`src/hdl/atl_pkg.sv`:
```
`timescale 1ns / 1ps
`default_nettype none
// ----------------------------------------------------------------------------
// atl_pkg
// Types, widths and calibration tables for the temperature linearizer.
// ----------------------------------------------------------------------------
package atl_pkg;

    localparam int CAL_POINTS = 36;
    localparam int IDX_W      = $clog2(CAL_POINTS);
    localparam int ADC_W      = 12;
    localparam int HALF_W     = 10;
    localparam int TEMP_W     = 9;
    localparam int ACC_W      = 22;
    localparam int DEN_W      = ADC_W + 1;
    localparam int Q_W        = 10;
    localparam int MCNT_W     = $clog2(ADC_W);
    localparam int QCNT_W     = $clog2(Q_W);

    typedef enum logic [2:0] {
        ST_IDLE,
        ST_SEARCH,
        ST_MAC,
        ST_DIV,
        ST_PUT
    } t_state;

    // one interpolation segment: h = h0 + dx * dh / d, half-degrees
    typedef struct packed {
        logic [HALF_W-1:0] h0;
        logic [HALF_W-1:0] dh;
        logic [ADC_W-1:0]  dx;
        logic [ADC_W-1:0]  d;
    } t_seg;

    function automatic logic [ADC_W-1:0] cal_adc(input logic [IDX_W-1:0] idx);
        logic [ADC_W-1:0] v;
        unique case (idx)
            6'd0:  v = 12'd1040;
            6'd1:  v = 12'd1090;
            6'd2:  v = 12'd1120;
            6'd3:  v = 12'd1150;
            6'd4:  v = 12'd1200;
            6'd5:  v = 12'd1220;
            6'd6:  v = 12'd1240;
            6'd7:  v = 12'd1255;
            6'd8:  v = 12'd1270;
            6'd9:  v = 12'd1300;
            6'd10: v = 12'd1315;
            6'd11: v = 12'd1330;
            6'd12: v = 12'd1360;
            6'd13: v = 12'd1380;
            6'd14: v = 12'd1410;
            6'd15: v = 12'd1480;
            6'd16: v = 12'd1535;
            6'd17: v = 12'd1620;
            6'd18: v = 12'd1660;
            6'd19: v = 12'd1680;
            6'd20: v = 12'd1700;
            6'd21: v = 12'd1720;
            6'd22: v = 12'd1760;
            6'd23: v = 12'd1780;
            6'd24: v = 12'd1790;
            6'd25: v = 12'd1820;
            6'd26: v = 12'd1880;
            6'd27: v = 12'd1900;
            6'd28: v = 12'd1950;
            6'd29: v = 12'd2000;
            6'd30: v = 12'd2070;
            6'd31: v = 12'd2090;
            6'd32: v = 12'd2150;
            6'd33: v = 12'd2175;
            6'd34: v = 12'd2200;
            6'd35: v = 12'd2280;
            default: v = 12'd2280;
        endcase
        return v;
    endfunction

    // temperatures in half-degrees
    function automatic logic [HALF_W-1:0] cal_half(input logic [IDX_W-1:0] idx);
        logic [HALF_W-1:0] v;
        unique case (idx)
            6'd0:  v = 10'd50;
            6'd1:  v = 10'd60;
            6'd2:  v = 10'd72;
            6'd3:  v = 10'd80;
            6'd4:  v = 10'd102;
            6'd5:  v = 10'd114;
            6'd6:  v = 10'd120;
            6'd7:  v = 10'd122;
            6'd8:  v = 10'd128;
            6'd9:  v = 10'd146;
            6'd10: v = 10'd150;
            6'd11: v = 10'd158;
            6'd12: v = 10'd180;
            6'd13: v = 10'd191;
            6'd14: v = 10'd208;
            6'd15: v = 10'd236;
            6'd16: v = 10'd276;
            6'd17: v = 10'd304;
            6'd18: v = 10'd324;
            6'd19: v = 10'd342;
            6'd20: v = 10'd352;
            6'd21: v = 10'd360;
            6'd22: v = 10'd382;
            6'd23: v = 10'd396;
            6'd24: v = 10'd404;
            6'd25: v = 10'd424;
            6'd26: v = 10'd462;
            6'd27: v = 10'd492;
            6'd28: v = 10'd500;
            6'd29: v = 10'd564;
            6'd30: v = 10'd600;
            6'd31: v = 10'd620;
            6'd32: v = 10'd640;
            6'd33: v = 10'd664;
            6'd34: v = 10'd692;
            6'd35: v = 10'd760;
            default: v = 10'd760;
        endcase
        return v;
    endfunction

endpackage
`default_nettype wire

```
`src/hdl/atl_sample_if.sv`:
```
`timescale 1ns / 1ps
`default_nettype none
// ----------------------------------------------------------------------------
// atl_sample_if
// Sample channel: valid/ready handshake carrying one converter reading.
// ----------------------------------------------------------------------------
interface atl_sample_if;
    logic        valid;
    logic        ready;
    logic [11:0] adc_sample;

    modport source (output valid, output adc_sample, input ready);
    modport sink   (input valid, input adc_sample, output ready);
endinterface
`default_nettype wire

```
`src/hdl/atl_temp_if.sv`:
```
`timescale 1ns / 1ps
`default_nettype none
// ----------------------------------------------------------------------------
// atl_temp_if
// Result channel: valid/ready handshake carrying one temperature.
// ----------------------------------------------------------------------------
interface atl_temp_if;
    logic       valid;
    logic       ready;
    logic [8:0] temperature_c;

    modport source (output valid, output temperature_c, input ready);
    modport sink   (input valid, input temperature_c, output ready);
endinterface
`default_nettype wire

```
`src/hdl/atl_seg_search.sv`:
```
`timescale 1ns / 1ps
`default_nettype none
// ----------------------------------------------------------------------------
// atl_seg_search
// Walks the breakpoint table one entry per cycle to find the segment,
// handling both clamp regions as degenerate segments.
// ----------------------------------------------------------------------------
module atl_seg_search (
    input  wire                       i_clk,
    input  wire                       i_rst_n,
    input  wire                       i_start,
    input  wire [11:0]                i_x,
    output logic                      o_done,
    output atl_pkg::t_seg             o_seg
);
    import atl_pkg::*;

    localparam logic [IDX_W-1:0] IDX_LAST = IDX_W'(CAL_POINTS - 1);

    logic              r_busy, n_busy;
    logic              r_done, n_done;
    logic [IDX_W-1:0]  r_idx, n_idx;
    logic [ADC_W-1:0]  r_x, n_x;
    t_seg              r_seg, n_seg;

    logic [ADC_W-1:0]  a_lo, a_hi;
    logic [IDX_W-1:0]  idx_hi;

    always_comb begin
        idx_hi = r_idx + IDX_W'(1);
        a_lo   = cal_adc(r_idx);
        a_hi   = cal_adc(idx_hi);
        n_busy = r_busy;
        n_done = 1'b0;
        n_idx  = r_idx;
        n_x    = r_x;
        n_seg  = r_seg;
        if (i_start) begin
            n_busy = 1'b1;
            n_idx  = '0;
            n_x    = i_x;
        end else if (r_busy) begin
            if (r_x <= cal_adc('0)) begin
                // low clamp
                n_seg  = '{h0: cal_half('0), dh: '0, dx: '0, d: ADC_W'(1)};
                n_busy = 1'b0;
                n_done = 1'b1;
            end else if (r_x >= cal_adc(IDX_LAST)) begin
                // high clamp
                n_seg  = '{h0: cal_half(IDX_LAST), dh: '0, dx: '0, d: ADC_W'(1)};
                n_busy = 1'b0;
                n_done = 1'b1;
            end else if (r_x <= a_hi) begin
                n_seg.h0 = cal_half(r_idx);
                n_seg.dh = cal_half(idx_hi) - cal_half(r_idx);
                n_seg.dx = r_x - a_lo;
                n_seg.d  = a_hi - a_lo;
                n_busy   = 1'b0;
                n_done   = 1'b1;
            end else begin
                n_idx = idx_hi;
            end
        end
    end

    always_ff @(posedge i_clk) begin
        if (!i_rst_n) begin
            r_busy <= 1'b0;
            r_done <= 1'b0;
        end else begin
            r_busy <= n_busy;
            r_done <= n_done;
        end
        r_idx <= n_idx;
        r_x   <= n_x;
        r_seg <= n_seg;
    end

    assign o_done = r_done;
    assign o_seg  = r_seg;
endmodule
`default_nettype wire

```
`src/hdl/atl_mac.sv`:
```
`timescale 1ns / 1ps
`default_nettype none
// ----------------------------------------------------------------------------
// atl_mac
// Bit-serial multiply-accumulate: h0*d + dx*dh + d, one multiplier bit
// of each product per cycle.
// ----------------------------------------------------------------------------
module atl_mac (
    input  wire                       i_clk,
    input  wire                       i_rst_n,
    input  wire                       i_start,
    input  atl_pkg::t_seg             i_seg,
    output logic                      o_done,
    output logic [21:0]               o_num,
    output logic [12:0]               o_den
);
    import atl_pkg::*;

    logic              r_busy, n_busy;
    logic              r_done, n_done;
    logic [MCNT_W-1:0] r_cnt, n_cnt;
    logic [ACC_W-1:0]  r_acc, n_acc;
    logic [ACC_W-1:0]  r_mc0, n_mc0;
    logic [ACC_W-1:0]  r_mc1, n_mc1;
    logic [ADC_W-1:0]  r_mp0, n_mp0;
    logic [ADC_W-1:0]  r_mp1, n_mp1;
    logic [DEN_W-1:0]  r_den, n_den;

    always_comb begin
        n_busy = r_busy;
        n_done = 1'b0;
        n_cnt  = r_cnt;
        n_acc  = r_acc;
        n_mc0  = r_mc0;
        n_mc1  = r_mc1;
        n_mp0  = r_mp0;
        n_mp1  = r_mp1;
        n_den  = r_den;
        if (i_start) begin
            n_busy = 1'b1;
            n_cnt  = '0;
            n_acc  = ACC_W'(i_seg.d);
            n_mc0  = ACC_W'(i_seg.h0);
            n_mc1  = ACC_W'(i_seg.dh);
            n_mp0  = i_seg.d;
            n_mp1  = i_seg.dx;
            n_den  = {i_seg.d, 1'b0};
        end else if (r_busy) begin
            n_acc = r_acc + (r_mp0[0] ? r_mc0 : '0) + (r_mp1[0] ? r_mc1 : '0);
            n_mc0 = {r_mc0[ACC_W-2:0], 1'b0};
            n_mc1 = {r_mc1[ACC_W-2:0], 1'b0};
            n_mp0 = {1'b0, r_mp0[ADC_W-1:1]};
            n_mp1 = {1'b0, r_mp1[ADC_W-1:1]};
            n_cnt = r_cnt + MCNT_W'(1);
            if (r_cnt == MCNT_W'(ADC_W - 1)) begin
                n_busy = 1'b0;
                n_done = 1'b1;
            end
        end
    end

    always_ff @(posedge i_clk) begin
        if (!i_rst_n) begin
            r_busy <= 1'b0;
            r_done <= 1'b0;
        end else begin
            r_busy <= n_busy;
            r_done <= n_done;
        end
        r_cnt <= n_cnt;
        r_acc <= n_acc;
        r_mc0 <= n_mc0;
        r_mc1 <= n_mc1;
        r_mp0 <= n_mp0;
        r_mp1 <= n_mp1;
        r_den <= n_den;
    end

    assign o_done = r_done;
    assign o_num  = r_acc;
    assign o_den  = r_den;
endmodule
`default_nettype wire

```
`src/hdl/atl_div.sv`:
```
`timescale 1ns / 1ps
`default_nettype none
// ----------------------------------------------------------------------------
// atl_div
// Restoring divider, one quotient bit per cycle, most significant first.
// ----------------------------------------------------------------------------
module atl_div (
    input  wire                       i_clk,
    input  wire                       i_rst_n,
    input  wire                       i_start,
    input  wire [21:0]                i_num,
    input  wire [12:0]                i_den,
    output logic                      o_done,
    output logic [9:0]                o_quo
);
    import atl_pkg::*;

    logic              r_busy, n_busy;
    logic              r_done, n_done;
    logic [QCNT_W-1:0] r_cnt, n_cnt;
    logic [ACC_W-1:0]  r_rem, n_rem;
    logic [ACC_W-1:0]  r_dsh, n_dsh;
    logic [Q_W-1:0]    r_quo, n_quo;

    always_comb begin
        n_busy = r_busy;
        n_done = 1'b0;
        n_cnt  = r_cnt;
        n_rem  = r_rem;
        n_dsh  = r_dsh;
        n_quo  = r_quo;
        if (i_start) begin
            n_busy = 1'b1;
            n_cnt  = '0;
            n_rem  = i_num;
            n_dsh  = ACC_W'(i_den) << (Q_W - 1);
            n_quo  = '0;
        end else if (r_busy) begin
            if (r_rem >= r_dsh) begin
                n_rem = r_rem - r_dsh;
                n_quo = {r_quo[Q_W-2:0], 1'b1};
            end else begin
                n_quo = {r_quo[Q_W-2:0], 1'b0};
            end
            n_dsh = {1'b0, r_dsh[ACC_W-1:1]};
            n_cnt = r_cnt + QCNT_W'(1);
            if (r_cnt == QCNT_W'(Q_W - 1)) begin
                n_busy = 1'b0;
                n_done = 1'b1;
            end
        end
    end

    always_ff @(posedge i_clk) begin
        if (!i_rst_n) begin
            r_busy <= 1'b0;
            r_done <= 1'b0;
        end else begin
            r_busy <= n_busy;
            r_done <= n_done;
        end
        r_cnt <= n_cnt;
        r_rem <= n_rem;
        r_dsh <= n_dsh;
        r_quo <= n_quo;
    end

    assign o_done = r_done;
    assign o_quo  = r_quo;
endmodule
`default_nettype wire

```
`src/hdl/adc_table_temperature_linearizer_unit.sv`:
```
`timescale 1ns / 1ps
`default_nettype none
// flow: after a sample transfer the table walk takes one breakpoint per
// cycle, then serial multiply-accumulate, serial division and handoff
// follow; a new sample is taken only once the last result is in the
// output register; a result waiting in the output register does not
// block the next sample, only the following result
// reset: synchronous active-low i_rst_n clears all control state
// ----------------------------------------------------------------------------
// adc_table_temperature_linearizer_unit
// Piecewise linear calibration of a converter reading into whole degrees.
// ----------------------------------------------------------------------------
module adc_table_temperature_linearizer_unit (
    input  wire        i_clk,
    input  wire        i_rst_n,
    atl_sample_if.sink i_sample,
    atl_temp_if.source o_temp
);
    import atl_pkg::*;

    t_state             r_state, n_state;
    logic               r_out_valid, n_out_valid;
    logic [TEMP_W-1:0]  r_out_temp, n_out_temp;

    logic               in_xfer;
    logic               srch_done;
    t_seg               seg;
    logic               mac_done;
    logic [ACC_W-1:0]   num;
    logic [DEN_W-1:0]   den;
    logic               div_done;
    logic [Q_W-1:0]     quo;

    assign in_xfer = i_sample.valid && i_sample.ready;

    atl_seg_search u_search (
        .i_clk   (i_clk),
        .i_rst_n (i_rst_n),
        .i_start (in_xfer),
        .i_x     (i_sample.adc_sample),
        .o_done  (srch_done),
        .o_seg   (seg)
    );

    atl_mac u_mac (
        .i_clk   (i_clk),
        .i_rst_n (i_rst_n),
        .i_start (srch_done),
        .i_seg   (seg),
        .o_done  (mac_done),
        .o_num   (num),
        .o_den   (den)
    );

    atl_div u_div (
        .i_clk   (i_clk),
        .i_rst_n (i_rst_n),
        .i_start (mac_done),
        .i_num   (num),
        .i_den   (den),
        .o_done  (div_done),
        .o_quo   (quo)
    );

    always_comb begin
        n_state     = r_state;
        n_out_valid = r_out_valid;
        n_out_temp  = r_out_temp;
        if (o_temp.valid && o_temp.ready) begin
            n_out_valid = 1'b0;
        end
        unique case (r_state)
            ST_IDLE: begin
                if (in_xfer) begin
                    n_state = ST_SEARCH;
                end
            end
            ST_SEARCH: begin
                if (srch_done) begin
                    n_state = ST_MAC;
                end
            end
            ST_MAC: begin
                if (mac_done) begin
                    n_state = ST_DIV;
                end
            end
            ST_DIV: begin
                if (div_done) begin
                    n_state = ST_PUT;
                end
            end
            ST_PUT: begin
                if (!n_out_valid) begin
                    n_out_valid = 1'b1;
                    // saturate to nine bits
                    n_out_temp  = quo[Q_W-1] ? '1 : quo[TEMP_W-1:0];
                    n_state     = ST_IDLE;
                end
            end
            default: begin
                n_state = ST_IDLE;
            end
        endcase
    end

    always_ff @(posedge i_clk) begin
        if (!i_rst_n) begin
            r_state     <= ST_IDLE;
            r_out_valid <= 1'b0;
        end else begin
            r_state     <= n_state;
            r_out_valid <= n_out_valid;
        end
        r_out_temp <= n_out_temp;
    end

    assign i_sample.ready       = (r_state == ST_IDLE);
    assign o_temp.valid         = r_out_valid;
    assign o_temp.temperature_c = r_out_temp;
endmodule
`default_nettype wire

```
`src/flat_wrapper.sv`:
```
// flat-port wrapper written by rule: the top's interface ports become plain ports
module adc_table_temperature_linearizer_unit_flat import atl_pkg::*;
  (i_clk, i_rst_n, i_sample_valid, i_sample_adc_sample, i_sample_ready, o_temp_valid, o_temp_temperature_c, o_temp_ready);
  atl_sample_if i_sample_i ();
  atl_temp_if o_temp_i ();
  input  wire i_clk;
  input  wire i_rst_n;
  input wire logic [$bits(i_sample_i.valid)-1:0] i_sample_valid;
  input wire logic [$bits(i_sample_i.adc_sample)-1:0] i_sample_adc_sample;
  output wire logic [$bits(i_sample_i.ready)-1:0] i_sample_ready;
  output wire logic [$bits(o_temp_i.valid)-1:0] o_temp_valid;
  output wire logic [$bits(o_temp_i.temperature_c)-1:0] o_temp_temperature_c;
  input wire logic [$bits(o_temp_i.ready)-1:0] o_temp_ready;
  assign i_sample_i.valid = i_sample_valid;
  assign i_sample_i.adc_sample = i_sample_adc_sample;
  assign i_sample_ready = i_sample_i.ready;
  assign o_temp_valid = o_temp_i.valid;
  assign o_temp_temperature_c = o_temp_i.temperature_c;
  assign o_temp_i.ready = o_temp_ready;
  adc_table_temperature_linearizer_unit u_core (.i_clk(i_clk), .i_rst_n(i_rst_n), .i_sample(i_sample_i), .o_temp(o_temp_i));
endmodule
```
`config.mk`:
```
export PLATFORM = sky130hd
export DESIGN_NAME = adc_table_temperature_linearizer_unit_flat
export DESIGN_NICKNAME = d
export VERILOG_FILES = /design/src/hdl/atl_pkg.sv /design/src/hdl/atl_sample_if.sv /design/src/hdl/atl_temp_if.sv /design/src/hdl/atl_seg_search.sv /design/src/hdl/atl_mac.sv /design/src/hdl/atl_div.sv /design/src/hdl/adc_table_temperature_linearizer_unit.sv /design/src/flat_wrapper.sv
export SDC_FILE = /design/constraint.sdc
export NUM_CORES = 1
export LEC_CHECK = 0
export BUFFER_PORTS_ARGS = -buffer_cell sky130_fd_sc_hd__buf_2
export CORE_MARGIN = 2
export CORE_UTILIZATION = 50
export CTS_CLUSTER_SIZE = 16
export DETAILED_ROUTE_END_ITERATION = 7
export MAX_ROUTING_LAYER = met4
export PLACE_DENSITY = 0.71
export RECOVER_POWER = 25
export SKIP_LAST_GASP = 1
export SYNTH_ARGS = -nofsm -noshare
export SYNTH_HDL_FRONTEND = slang
export SYNTH_SLANG_ARGS = --single-unit
```
`constraint.sdc`:
```
create_clock -name i_clk -period 4.9 [get_ports i_clk]
set_input_delay 0.98 -clock i_clk [delete_from_list [all_inputs] [get_ports i_clk]]
set_output_delay 0.98 -clock i_clk [all_outputs]
set_load 0.02 [all_outputs]
```
; ---- After elaboration in Yosys (flattened, before gate mapping)
; Memory sizes are Yosys's and may differ from the RTL's. A register that Yosys moved wholly into a read port is not among the register bits.
; Cells that the tools add are included.
[totals]
ff_bits = 245
mem_bits_ro = 3456
in_bits = 16
out_inout_bits = 11
wordCells = 146
n_memories = 5
[mem_list]
columns = name, words, word_bits, read_ports, rd_ports_with_merged_regs, write_ports, line
row1 = (name not given), 64, 12, 1, 1, 0, atl_pkg.sv:38  ; unique case (idx)
row2 = (name not given), 64, 12, 1, 0, 0, atl_pkg.sv:38
row3 = (name not given), 64, 10, 1, 1, 0, atl_pkg.sv:83  ; unique case (idx)
row4 = (name not given), 64, 10, 1, 0, 0, atl_pkg.sv:83
row5 = (name not given), 64, 10, 1, 1, 0, atl_pkg.sv:83
[op_classes]
add_sub_neg = 9
magnitude_cmp = 4
n_eq_ne = 11
n_mux = 60
bitwise = 9
n_reduce_logical = 16
[op_table]
columns = operator, count
row1 = 22-bit two-way mux, 7
row2 = 10-bit two-way mux, 14
row3 = 44-bit two-way mux, 2
row4 = 12-bit two-way mux, 6
row5 = 22-bit adder, 2
row6 = 6-bit two-way mux, 6
row7 = 12-bit subtractor, 2
row8 = 22-bit >= comparator, 1
row9 = 22-bit subtractor, 1
row10 = 1-bit two-way mux, 19
row11 = 3-bit two-way mux, 5
row12 = 3-bit one-hot mux with 5 select lines, 1
row13 = "12-bit >= comparator, second input constant", 1
row14 = "12-bit by 11-bit <= comparator with 1-bit output, second input constant", 1
row15 = 12-bit <= comparator, 1
row16 = "2-bit inequality test, second input constant", 5
row17 = 10-bit subtractor, 1
row18 = 1-bit inverter, 9
row19 = 3-bit OR reduction, 3
row20 = "4-bit by 1-bit adder with 4-bit output, second input constant", 2
row21 = "4-bit == test, second input constant", 2
row22 = "6-bit by 1-bit adder with 6-bit output, second input constant", 1
row23 = "3-bit by 2-bit == test with 1-bit output, second input constant", 2
row24 = 2-bit nonzero test, 3
row25 = other kinds (10), 12

; ---- Depth between registers and ports, before layout
; Gate-level depths: netlist of run 1.
; An unclocked memory read counts as a cell.
[logic_depth]
depth_word = 11
ltp_mapped = 27
ltp_nobuf = 23

; ---- Modules after synthesis
; From an unflattened synthesis of run 1, not the netlist that was laid out.
[unflattened]
cells_unflattened = 1798
area_unflattened_um2 = 16926.2
[by_module_without_submodules]
columns = module, instances, cells_per_inst, area_per_inst_um2
row1 = atl_seg_search, 1, 813, 6809.0
row2 = atl_mac, 1, 520, 5820.6
row3 = atl_div, 1, 425, 3771.1
row4 = adc_table_temperature_linearizer_unit, 1, 40, 525.5

; ---- Worst setup path before layout of run 1
; OpenSTA, ideal clock, no wires.
[synth_timing]
kind = register to register
from = register u_core.u_search.r_idx[1]
to = register with a tool-made name
arrival_time_ns = 5.082
t_required_ns = 4.766
setup_slack_ns = -0.316
path_stages_with_launch = 23
n_path_buf = 5
synth_period_minus_slack_ns = 5.216
path_cell_list = dfxtp_1 -> ha_1 -> clkbuf_1 -> inv_1 -> ha_1 -> buf_1 -> clkbuf_1 -> nand2_1 -> o211ai_1 -> a31o_2 -> inv_1 -> ha_1 -> nor2b_1 -> o211ai_1 -> a211oi_1 -> o31a_2 -> buf_8 -> mux2i_1 -> buf_2 -> inv_1 -> ha_1 -> o2111a_1 -> or4_1
[synth_rtl]
columns = element, line
row1 = "start, declared", atl_seg_search.sv:22  ; logic [IDX_W-1:0] r_idx, n_idx;
row2 = "start signal, assigned", atl_seg_search.sv:74  ; r_idx <= n_idx;

; ---- Worst setup path after layout of run 1
[layout_timing]
from = register u_core.u_search.r_idx[0]
to = register u_core.u_search.a_lo[5] (netlist name)
[layout_via]
elab_chain_cells = 7
[layout_rtl]
columns = element, line
row1 = 6-bit by 1-bit adder with 6-bit output, atl_seg_search.sv:30  ; idx_hi = r_idx + IDX_W'(1);
row2 = memory 64 x 12 bit, n/a
row3 = 12-bit <= comparator, atl_seg_search.sv:53  ; end else if (r_x <= a_hi) begin
row4 = 1-bit inverter (no line), n/a
row5 = 4-bit AND reduction (no line), n/a
row6 = 6-bit two-way mux (no line) (*) (2 in series), n/a
; Every way passes the cells marked *; elsewhere a longest branch is shown, timed or not.
; A chain may end at the register's enable or synchronous reset.

==> results of run 1 <==
[logic make-up after synthesis]
family	after synthesis
buffers and inverters	197
AOI/OAI and AO/OA	411
muxes	97
adders and majority gates	131
DFF	267
and+or+nand+nor	540
xor gates and xnor gates	64
[worst max path at each step]
stage | cells after the start | end | start | slack, ns
2_1_floorplan | 23 | flip-flop | u_core.u_search.r_idx[1]$_SDFFE_PP0N_ | 0.001
3_3_place_gp | 21 | flip-flop | u_core.u_search.r_idx[0]$_SDFFE_PP0N_ | -0.12
3_5_place_dp | 20 | flip-flop | u_core.u_search.r_idx[0]$_SDFFE_PP0N_ | -0.12
4_1_cts | 20 | u_core.u_search.a_lo[5]$_DFF_P_ | u_core.u_search.r_idx[0]$_SDFFE_PP0N_ | -0.01
5_1_grt | 22 | flip-flop | u_core.u_search.r_idx[1]$_SDFFE_PP0N_ | 0.02
6_report | 18 | u_core.u_search.a_lo[5]$_DFF_P_ | u_core.u_search.r_idx[0]$_SDFFE_PP0N_ | 0.17
[registers in the layout (all words and copies together), names as in the netlist, 3 cells and up, named ones only]
| register | flops |
|---|---|
| u_core.u_mac.o_den | 12 |
| u_core.u_mac.r_mc1 | 22 |
| u_core.u_mac.r_cnt | 4 |
| u_core.o_temp.temperature_c | 9 |
| u_core.u_mac.r_mp0 | 12 |
| u_core.u_search.r_x | 12 |
| u_core.u_search.a_lo | 12 |
| u_core.u_div.o_quo | 10 |
| u_core.u_mac.r_mp1 | 12 |
| u_core.u_mac.o_num | 22 |
| u_core.u_div.r_dsh | 22 |
| u_core.u_search.o_seg | 44 |
| u_core.u_div.r_cnt | 4 |
| u_core.u_mac.r_mc0 | 22 |
| u_core.u_div.r_rem | 22 |
| u_core.u_search.r_idx | 6 |
| u_core.r_state | 3 |
[layout by cell type (no fill, tap or decap), types with 11 or more instances in the layout]
master / synthesis / routed
sky130_fd_sc_hd__edfxtp_1: 168 / 168
sky130_fd_sc_hd__nor2_1: 159 / 157
sky130_fd_sc_hd__nand2_1: 139 / 139
sky130_fd_sc_hd__o21ai_0: 117 / 113
sky130_fd_sc_hd__inv_1: 110 / 109
sky130_fd_sc_hd__ha_1: 105 / 104
sky130_fd_sc_hd__a21oi_1: 104 / 102
sky130_fd_sc_hd__dfxtp_1: 99 / 97
sky130_fd_sc_hd__buf_4: 0 / 81
sky130_fd_sc_hd__mux2i_1: 64 / 64
sky130_fd_sc_hd__and2_1: 55 / 55
sky130_fd_sc_hd__nor3_1: 46 / 42
sky130_fd_sc_hd__xnor2_1: 38 / 36
sky130_fd_sc_hd__a21o_1: 31 / 31
sky130_fd_sc_hd__mux2_2: 30 / 30
sky130_fd_sc_hd__clkbuf_16: 0 / 30
sky130_fd_sc_hd__xor2_1: 26 / 26
sky130_fd_sc_hd__fa_1: 26 / 26
sky130_fd_sc_hd__buf_2: 11 / 26
sky130_fd_sc_hd__nand3_1: 25 / 25
sky130_fd_sc_hd__o31ai_1: 21 / 21
sky130_fd_sc_hd__nor2b_1: 18 / 18
sky130_fd_sc_hd__nand2b_1: 19 / 18
sky130_fd_sc_hd__or2_2: 16 / 16
sky130_fd_sc_hd__o211ai_1: 14 / 14
sky130_fd_sc_hd__or3_1: 14 / 14
sky130_fd_sc_hd__a211oi_1: 15 / 14
sky130_fd_sc_hd__and3_1: 13 / 13
sky130_fd_sc_hd__a31oi_1: 12 / 12
sky130_fd_sc_hd__a21boi_0: 11 / 11
[metal layers]
metal  global-route usage  wire, um  part of all wire
met1                0.294     17000              0.41
met3               0.0366      1950             0.047
met5                    -         0                 0
met4                0.103      1740             0.042
met2                0.443     20900              0.50
[power by group through the flow]
| stage | sequential (mW) | clock (mW) | combinational (mW) |
|---|---|---|---|
| 6_report | 2.61 | 2.15 | 0.662 |
| 2_1_floorplan | 2.61 | 0 | 0.502 |
| 3_3_place_gp | 2.65 | 0 | 0.635 |
| 4_1_cts | 2.61 | 2.19 | 0.654 |
| 3_5_place_dp | 2.65 | 0 | 0.648 |
| 5_1_grt | 2.62 | 2.28 | 0.749 |
[per-stage QoR]
stage	TNS, ns	utilization	hold WS, ns
global placement	-0.196	0.537	0.448
CTS	-0.0146	0.567	0.454
floorplan	0	-	0.418
global route	0	0.573	0.479
finish	0	0.573	0.462
detailed placement	-0.243	0.537	0.453
[final cells by class]
type,instances,area [sq um],area share
clock buffer,39,815,0.0438
clock inverter,15,128,0.00686
inverter,114,438,0.0236
multi-input combinational,1243,8770,0.472
sequential,267,7030,0.378
tap,442,553,0.0297
timing repair buffer,117,865,0.0465
[what timing repair did]
action	CTS	global route
setup buffers	0	14
pin swaps	0	5
setup endpoints to repair	5	26
resized for setup	5	28
cloned	0	0
hold endpoints to repair	0	0
[worst max-delay path, stage by stage, from the launching register on]
cell	delay [ns]
sky130_fd_sc_hd__dfxtp_2	0.34
sky130_fd_sc_hd__ha_1	0.20
sky130_fd_sc_hd__buf_4	0.17
sky130_fd_sc_hd__and3_1	0.24
sky130_fd_sc_hd__xnor2_2	0.16
sky130_fd_sc_hd__buf_6	0.16
sky130_fd_sc_hd__buf_4	0.17
sky130_fd_sc_hd__nor3_1	0.19
sky130_fd_sc_hd__nand2b_1	0.30
sky130_fd_sc_hd__ha_1	0.32
sky130_fd_sc_hd__a21oi_1	0.13
sky130_fd_sc_hd__nand2_1	0.06
sky130_fd_sc_hd__a21o_1	0.25
sky130_fd_sc_hd__o31a_4	0.42
sky130_fd_sc_hd__mux2_4	0.38
sky130_fd_sc_hd__ha_1	0.37
sky130_fd_sc_hd__o21ai_0	0.24
sky130_fd_sc_hd__a211oi_1	0.13
sky130_fd_sc_hd__or3_1	0.37
==> impl_results.md, run 1 <==
- Run status: finished, violations left
- Violations in the final reports: max-capacitance violations, max-slew violations
- Maximum buffer depth of the clock tree: 3
- Syn_nets: 1854
- Area of the mapped netlist: 0.0165 sq mm
- Count of maximum capacitance violations: 4
- CP Capture Type: flip-flop
- WL/cell: 18.6 um
- Wirelength, routed: approximately 42 mm
- Proportion of power drawn by flip-flops and latches: 0.482
- Share of final-layout standard cells stronger than drive strength 1: 0.136
- Total number of vias: 13.0k
- Core Rows: 66
- Root Buffer: sky130_fd_sc_hd__clkbuf_16
- Number of synthesized flops with an enable pin: 168
- Drt drc: 0
- Sw frac: 0.258
- Setup slack of the most critical reg-to-reg path: 0.17 ns
- Nets: 1919
- Most used DFF post-synth: sky130_fd_sc_hd__edfxtp_1
- Dominant combinational cell family by area after synthesis: compound AO/OA/AOI/OAI gates
- Area share of and/or/nand/nor cells after synthesis: 0.158
- Measured slew at the worst slew-check pin: 2.79 ns
- Total global routing overflow: 0
- Max Freq: about 210 MHz
- Placement-stage cell area: 0.0174 sq mm
- Largest area contributor in the netlist: sky130_fd_sc_hd__edfxtp_1
- Kind of start point of the critical path: flip-flop
- Number of instances in the synthesized netlist: roughly 1.7k
- Most used standard cells in the synthesized netlist: 168 x sky130_fd_sc_hd__edfxtp_1, 159 x sky130_fd_sc_hd__nor2_1, 139 x sky130_fd_sc_hd__nand2_1
- Post-cts hold buffer count: 0
- Post-synthesis register bit count: roughly 270
- Starting Density: 0.507
- Floorplan die area: around 0.034 sq mm
- Yosys warning count: 0
- Antenna cells: 0
- Maximum fanout along the worst path: 16
- Pin count of the biggest net entering global routing: 81
- Number of fill cells in the layout: ~2.9k
- Worst slew margin: -0.857
- Last weighted congestion value of the routability-driven placer: 0.974
- Total number of clock tree sinks: 267
- Worst setup slack after placement: -0.122 ns
- Fraction of the mapped netlist area in adder cells: 0.111
- End of the worst register-to-register path: u_core.u_search.a_lo[5]$_DFF_P_
- Async S/R FF share, synth: 0
- Min-Delay Path Class: reg2reg
- Startpoint of the worst register-to-register path: u_core.u_search.r_idx[0]$_SDFFE_PP0N_
- Clock-pin slew on the worst setup and hold paths: 0.06 ns
- Clock tree from TritonCTS: done
- Total global routing track utilization: 0.254
- Internal Pwr Total: 4.02 mW
- Maximum level of the CTS H-tree: 1
- Clock skew: about 0.018 ns
- Data arrival time at the worst-slack endpoint: 5.17 ns
- Endpoints failing hold: 0
- Min-Delay Path Depth: 0
- Category of the critical setup timing path: reg2reg
- 1st-pass router iterations: 5
- Die Span Y: 185 um
- Worst Path Required: 5.34 ns
- Number of non-filler instances in the completed layout: around 2.2k
- Floorplan die width: ~190 um
- Number of global-route vias before repair: around 13k
- Register-to-Register Path Depth: 18
- Part of the power in the clock network: 0.396
- Design area: 0.0186 sq mm
- RSZ-0062 raised after global routing: false
- Placeable core region: 0.0325 sq mm
- Post-route setup slack: 0.167 ns
- Initial antenna violation count: 1
- Cell types occupying the most area after synthesis: sky130_fd_sc_hd__edfxtp_1 31%, sky130_fd_sc_hd__dfxtp_1 12%, sky130_fd_sc_hd__ha_1 8.0%
- Proportion of synthesized area in mux cells: 0.0626
- Static leakage: between 7 and 8 nW
- Number of top-level pins: 27
- First-pass GRT wire length: between 60 and 70 mm
- Average size of a mapped cell: 9.64 sq um
- Count of cell types in the netlist: 78
- Logic gate share of total power: 0.122
- Fin crit share: 0.966
- Min Clock Period, post-route: about 4.7 ns
- Final setup fails: 0
- PwrDens: a little under 300 mW/mm^2
- Worst-skew pair later-pin latency: 0.57 ns
- Port Buffers: 26
- Hold path endpoint: u_core.u_mac.o_den[1]$_DFFE_PP_
- Hpwl dp: 31.2 mm
- Switching power: 1.40 mW
- Initial detailed-routing violation count: 1112
- DRT antenna net count: 0
- Seq/Total Area, Yosys: 0.427
- Total design power: 5.41 mW
- Number of buffers created by CTS: 29
- Vias per cell: roughly 5.8
- Min-Delay Startpoint: u_core.u_search.o_seg[0]$_SDFFCE_PP1P_
- Largest vdd supply drop: approximately 0.00031 V
- Cell count after placement: 2169
- Xor-xnor portion of the synthesized cell area: 0.0340
- Most instantiated library cell after synthesis: sky130_fd_sc_hd__edfxtp_1
- Yosys top cell area share: 0.306
- Area added between synthesis and finish: 12.9%
- Number of slew-limit violations in the final report: 240
- Compound-gate portion of the synthesized area: 0.160
(Power assumes the default switching activity.)
==> inputs of run 2 (changes only) <==
--- a/config.mk
+++ b/config.mk
@@ -11,7 +11,7 @@
 export CTS_CLUSTER_SIZE = 16
 export DETAILED_ROUTE_END_ITERATION = 7
 export MAX_ROUTING_LAYER = met4
-export PLACE_DENSITY = 0.71
+export PLACE_DENSITY = 0.78
 export RECOVER_POWER = 25
 export SKIP_LAST_GASP = 1
 export SYNTH_ARGS = -nofsm -noshare
==> impl_results.md, run 2 (synthesis gave the netlist of run 1 again) <==
- Total number of vias: 13.0k (about the same)
- Number of slew-limit violations in the final report: 265 (was 240)
- PwrDens: 290 mW/mm^2 (was 291 mW/mm^2)
- Cell count after placement: 2166 (was 2169)
- Max Freq: 211 MHz (about the same)
- Post-route setup slack: 0.159 ns (was 0.167 ns)
- Total global routing overflow: 0 (unchanged)
- Area added between synthesis and finish: 12.8% (was 12.9%)
- Largest register FFs: 44 (unchanged)
- Maximum level of the CTS H-tree: 1 (unchanged)
- Initial antenna violation count: 1 (unchanged)
- Number of non-filler instances in the completed layout: 2231 (was 2237)
- Number of global-route vias before repair: 12.8k (was 12.7k)
- Post-cts hold buffer count: 0 (unchanged)
- Number of top-level pins: 27 (unchanged)
- Kind of start point of the critical path: flip-flop (unchanged)
- Number of buffers created by CTS: 28 (was 29)
- Antenna cells: 0 (unchanged)
- Worst slew margin: -0.675 (was -0.857)
- Last weighted congestion value of the routability-driven placer: 0.935 (was 0.974)
- Initial detailed-routing violation count: 1007 (was 1112)
- Core Rows: 66 (unchanged)
- Measured slew at the worst slew-check pin: 2.51 ns (was 2.79 ns)
- First-pass GRT wire length: 65.2 mm (was 66.7 mm)
- Clock skew: 0.0213 ns (was 0.0180 ns)
- Data arrival time at the worst-slack endpoint: 5.16 ns (was 5.17 ns)
- Kind of cell with the highest combined delay on the critical path: compound AO/OA/AOI/OAI gates (unchanged)
- Starting Density: 0.507 (unchanged)
- Clock tree from TritonCTS: done (unchanged)
- Total global routing track utilization: 0.245 (was 0.254)
- Cell Chain, Critical Path: ha_2 -> inv_1 -> ha_4 -> buf_6 -> nand2b_4 -> a21oi_1 -> o21ai_0 -> nand3_1 -> a31o_4 -> inv_1 -> ha_1 -> nor2b_1 -> o211ai_1 -> a211oi_4 -> o31a_4 -> a211oi_4 -> buf_4 -> nor2_4 -> clkinv_4 -> nand2_1 -> o2111a_1 -> or4_1 (was ha_1 -> buf_4 -> and3_1 -> xnor2_2 -> buf_6 -> buf_4 -> nor3_1 -> nand2b_1 -> ha_1 -> a21oi_1 -> nand2_1 -> a21o_1 -> o31a_4 -> mux2_4 -> ha_1 -> o21ai_0 -> a211oi_1 -> or3_1)
- WL/cell: 18.3 um (was 18.6 um)
- Vias per cell: 5.82 (was 5.83)
- Largest vdd supply drop: 0.000271 V (was 0.000311 V)
- Run status: finished, violations left (unchanged)
- Root Buffer: sky130_fd_sc_hd__clkbuf_16 (unchanged)
- Number of fill cells in the layout: 2755 (was 2850)
- Maximum buffer depth of the clock tree: 3 (unchanged)
- Clock-pin slew on the worst setup and hold paths: 0.06 ns (about the same)
- Pin count of the biggest net entering global routing: 96 (was 81)
- Violations in the final reports: max-capacitance violations, max-slew violations (unchanged)
- Buffers & Inverters on Critical Path: 5 (was 3)
- 1st-pass router iterations: 5 (unchanged)
- Placeable core region: 0.0325 sq mm (unchanged)
- Hold Worst Slack: 0.434 ns (was 0.462 ns)
- Worst setup slack after placement: 0.0974 ns (was -0.122 ns)
- Slowest stage cell, crit path: sky130_fd_sc_hd__or4_1 (was sky130_fd_sc_hd__o31a_4)
- Total design power: 5.38 mW (was 5.41 mW)
- Fin crit share: 0.968 (was 0.966)
- Delay of the slowest critical-path stage: 0.51 ns (was 0.42 ns)
- Final setup fails: 0 (unchanged)
- Worst Path Required: 5.32 ns (was 5.34 ns)
- Min-Delay Path Class: reg2reg (unchanged)
- Most common cell after layout, fill and taps aside: sky130_fd_sc_hd__edfxtp_1 (unchanged)
- Static leakage: 7.36 nW (was 7.41 nW)
- Die Span Y: 185 um (unchanged)
- Hpwl dp: 30.0 mm (was 31.2 mm)
- Area occupied by multi-input gates: 0.00884 sq mm (was 0.00877 sq mm)
- Endpoints failing hold: 0 (unchanged)
- Nets: 1915 (was 1919)
- Floorplan die width: 185 um (unchanged)
- Maximum fanout along the worst path: 18 (was 16)
- Port Buffers: 26 (unchanged)
- Drt drc: 0 (unchanged)
- Floorplan die area: 0.0344 sq mm (unchanged)
- Count of maximum capacitance violations: 5 (was 4)
- Category of the critical setup timing path: reg2reg (unchanged)
- DRT antenna net count: 0 (unchanged)
- Worst-skew pair later-pin latency: 0.57 ns (about the same)
- Area occupied by registers: 0.00703 sq mm (about the same)
- Commonest cells after routing, fill and taps aside: 168 x sky130_fd_sc_hd__edfxtp_1, 155 x sky130_fd_sc_hd__nor2_1, 139 x sky130_fd_sc_hd__nand2_1 (was 168 x sky130_fd_sc_hd__edfxtp_1, 157 x sky130_fd_sc_hd__nor2_1, 139 x sky130_fd_sc_hd__nand2_1)
- Wirelength, routed: 40.9 mm (was 41.7 mm)
- Total number of clock tree sinks: 267 (unchanged)
- CP Capture Type: flip-flop (unchanged)
- Final core area utilization: 0.572 (was 0.573)
- Share of final-layout standard cells stronger than drive strength 1: 0.139 (was 0.136)
- Min Clock Period, post-route: 4.74 ns (was 4.73 ns)
==> run 2: cell count changes in the layout (fill, tap and decap cells not counted), sizes merged <==
| cell | previous run | this run |
|---|---|---|
| buf | 114 | 108 |
| bufinv | 1 | 0 |
| clkbuf | 42 | 44 |
| clkinv | 9 | 10 |
| clkinvlp | 5 | 3 |
| inv | 114 | 113 |
| mux2 | 32 | 33 |
==> run 2: path summary, 6_finish.rpt <==
| path | to | from | slack (ns) | cells after the start |
|---|---|---|---|---|
| max | flip-flop | u_core.u_search.r_idx[0]$_SDFFE_PP0N_ | 0.16 | 22 |
| min | u_core.u_mac.o_den[2]$_DFFE_PP_ | u_core.u_search.o_seg[1]$_SDFFCE_PP0P_ | 0.43 | 0 |
| max reg2reg | flip-flop | u_core.u_search.r_idx[0]$_SDFFE_PP0N_ | 0.16 | 22 |
| min reg2reg | u_core.u_mac.o_den[2]$_DFFE_PP_ | u_core.u_search.o_seg[1]$_SDFFCE_PP0P_ | 0.43 | 0 |
==> run 2: report_power, final <==
group / internal, mW / switching (mW) / total, mW / leakage [nW]
clock: 1.19 / 0.905 / 2.10 / 0.451
combinational: 0.288 / 0.386 / 0.675 / 4.58
sequential: 2.51 / 0.0993 / 2.61 / 2.34
==> run 2: cell type report <==
cell class,instances,area share
sequential,267,0.378
timing repair buffer,113,0.0423
multi-input combinational,1244,0.476
clock inverter,12,0.00532
tap,442,0.0298
inverter,114,0.0236
clock buffer,39,0.0445
==> run 2: routing by layer <==
| layer | routed length [um] | vias up | track usage |
|---|---|---|---|
| li1 | - | 6241 | - |
| met1 | 16700 | 6175 | 0.286 |
| met2 | 20200 | 442 | 0.429 |
| met3 | 2050 | 130 | 0.0284 |
| met4 | 1990 | 0 | 0.103 |
| met5 | 0 | - | - |
==> run 2: worst register-to-register path, cell delays in order, from the launching register on <==
cell and delay, ns:
sky130_fd_sc_hd__dfxtp_1 0.33, sky130_fd_sc_hd__ha_2 0.20, sky130_fd_sc_hd__inv_1 0.08, sky130_fd_sc_hd__ha_4 0.31, sky130_fd_sc_hd__buf_6 0.15, sky130_fd_sc_hd__nand2b_4 0.15, sky130_fd_sc_hd__a21oi_1 0.07, sky130_fd_sc_hd__o21ai_0 0.16
sky130_fd_sc_hd__nand3_1 0.14, sky130_fd_sc_hd__a31o_4 0.28, sky130_fd_sc_hd__inv_1 0.06, sky130_fd_sc_hd__ha_1 0.23, sky130_fd_sc_hd__nor2b_1 0.13, sky130_fd_sc_hd__o211ai_1 0.29, sky130_fd_sc_hd__a211oi_4 0.13, sky130_fd_sc_hd__o31a_4 0.43
sky130_fd_sc_hd__a211oi_4 0.24, sky130_fd_sc_hd__buf_4 0.20, sky130_fd_sc_hd__nor2_4 0.06, sky130_fd_sc_hd__clkinv_4 0.16, sky130_fd_sc_hd__nand2_1 0.12, sky130_fd_sc_hd__o2111a_1 0.15, sky130_fd_sc_hd__or4_1 0.51
==> run 2: per-stage QoR <==
step                setup TNS [ns]  area [sq um]
finish                           0         18600
global route               -0.0395         18600
CTS                              0         18300
detailed placement               0         17400
global placement                 0         17400
floorplan                        0         16500
==> run 2: what timing repair did <==
item / in CTS / in global routing
resized for setup: 0 / 46
setup endpoints to repair: 0 / 23
setup buffers: 0 / 13
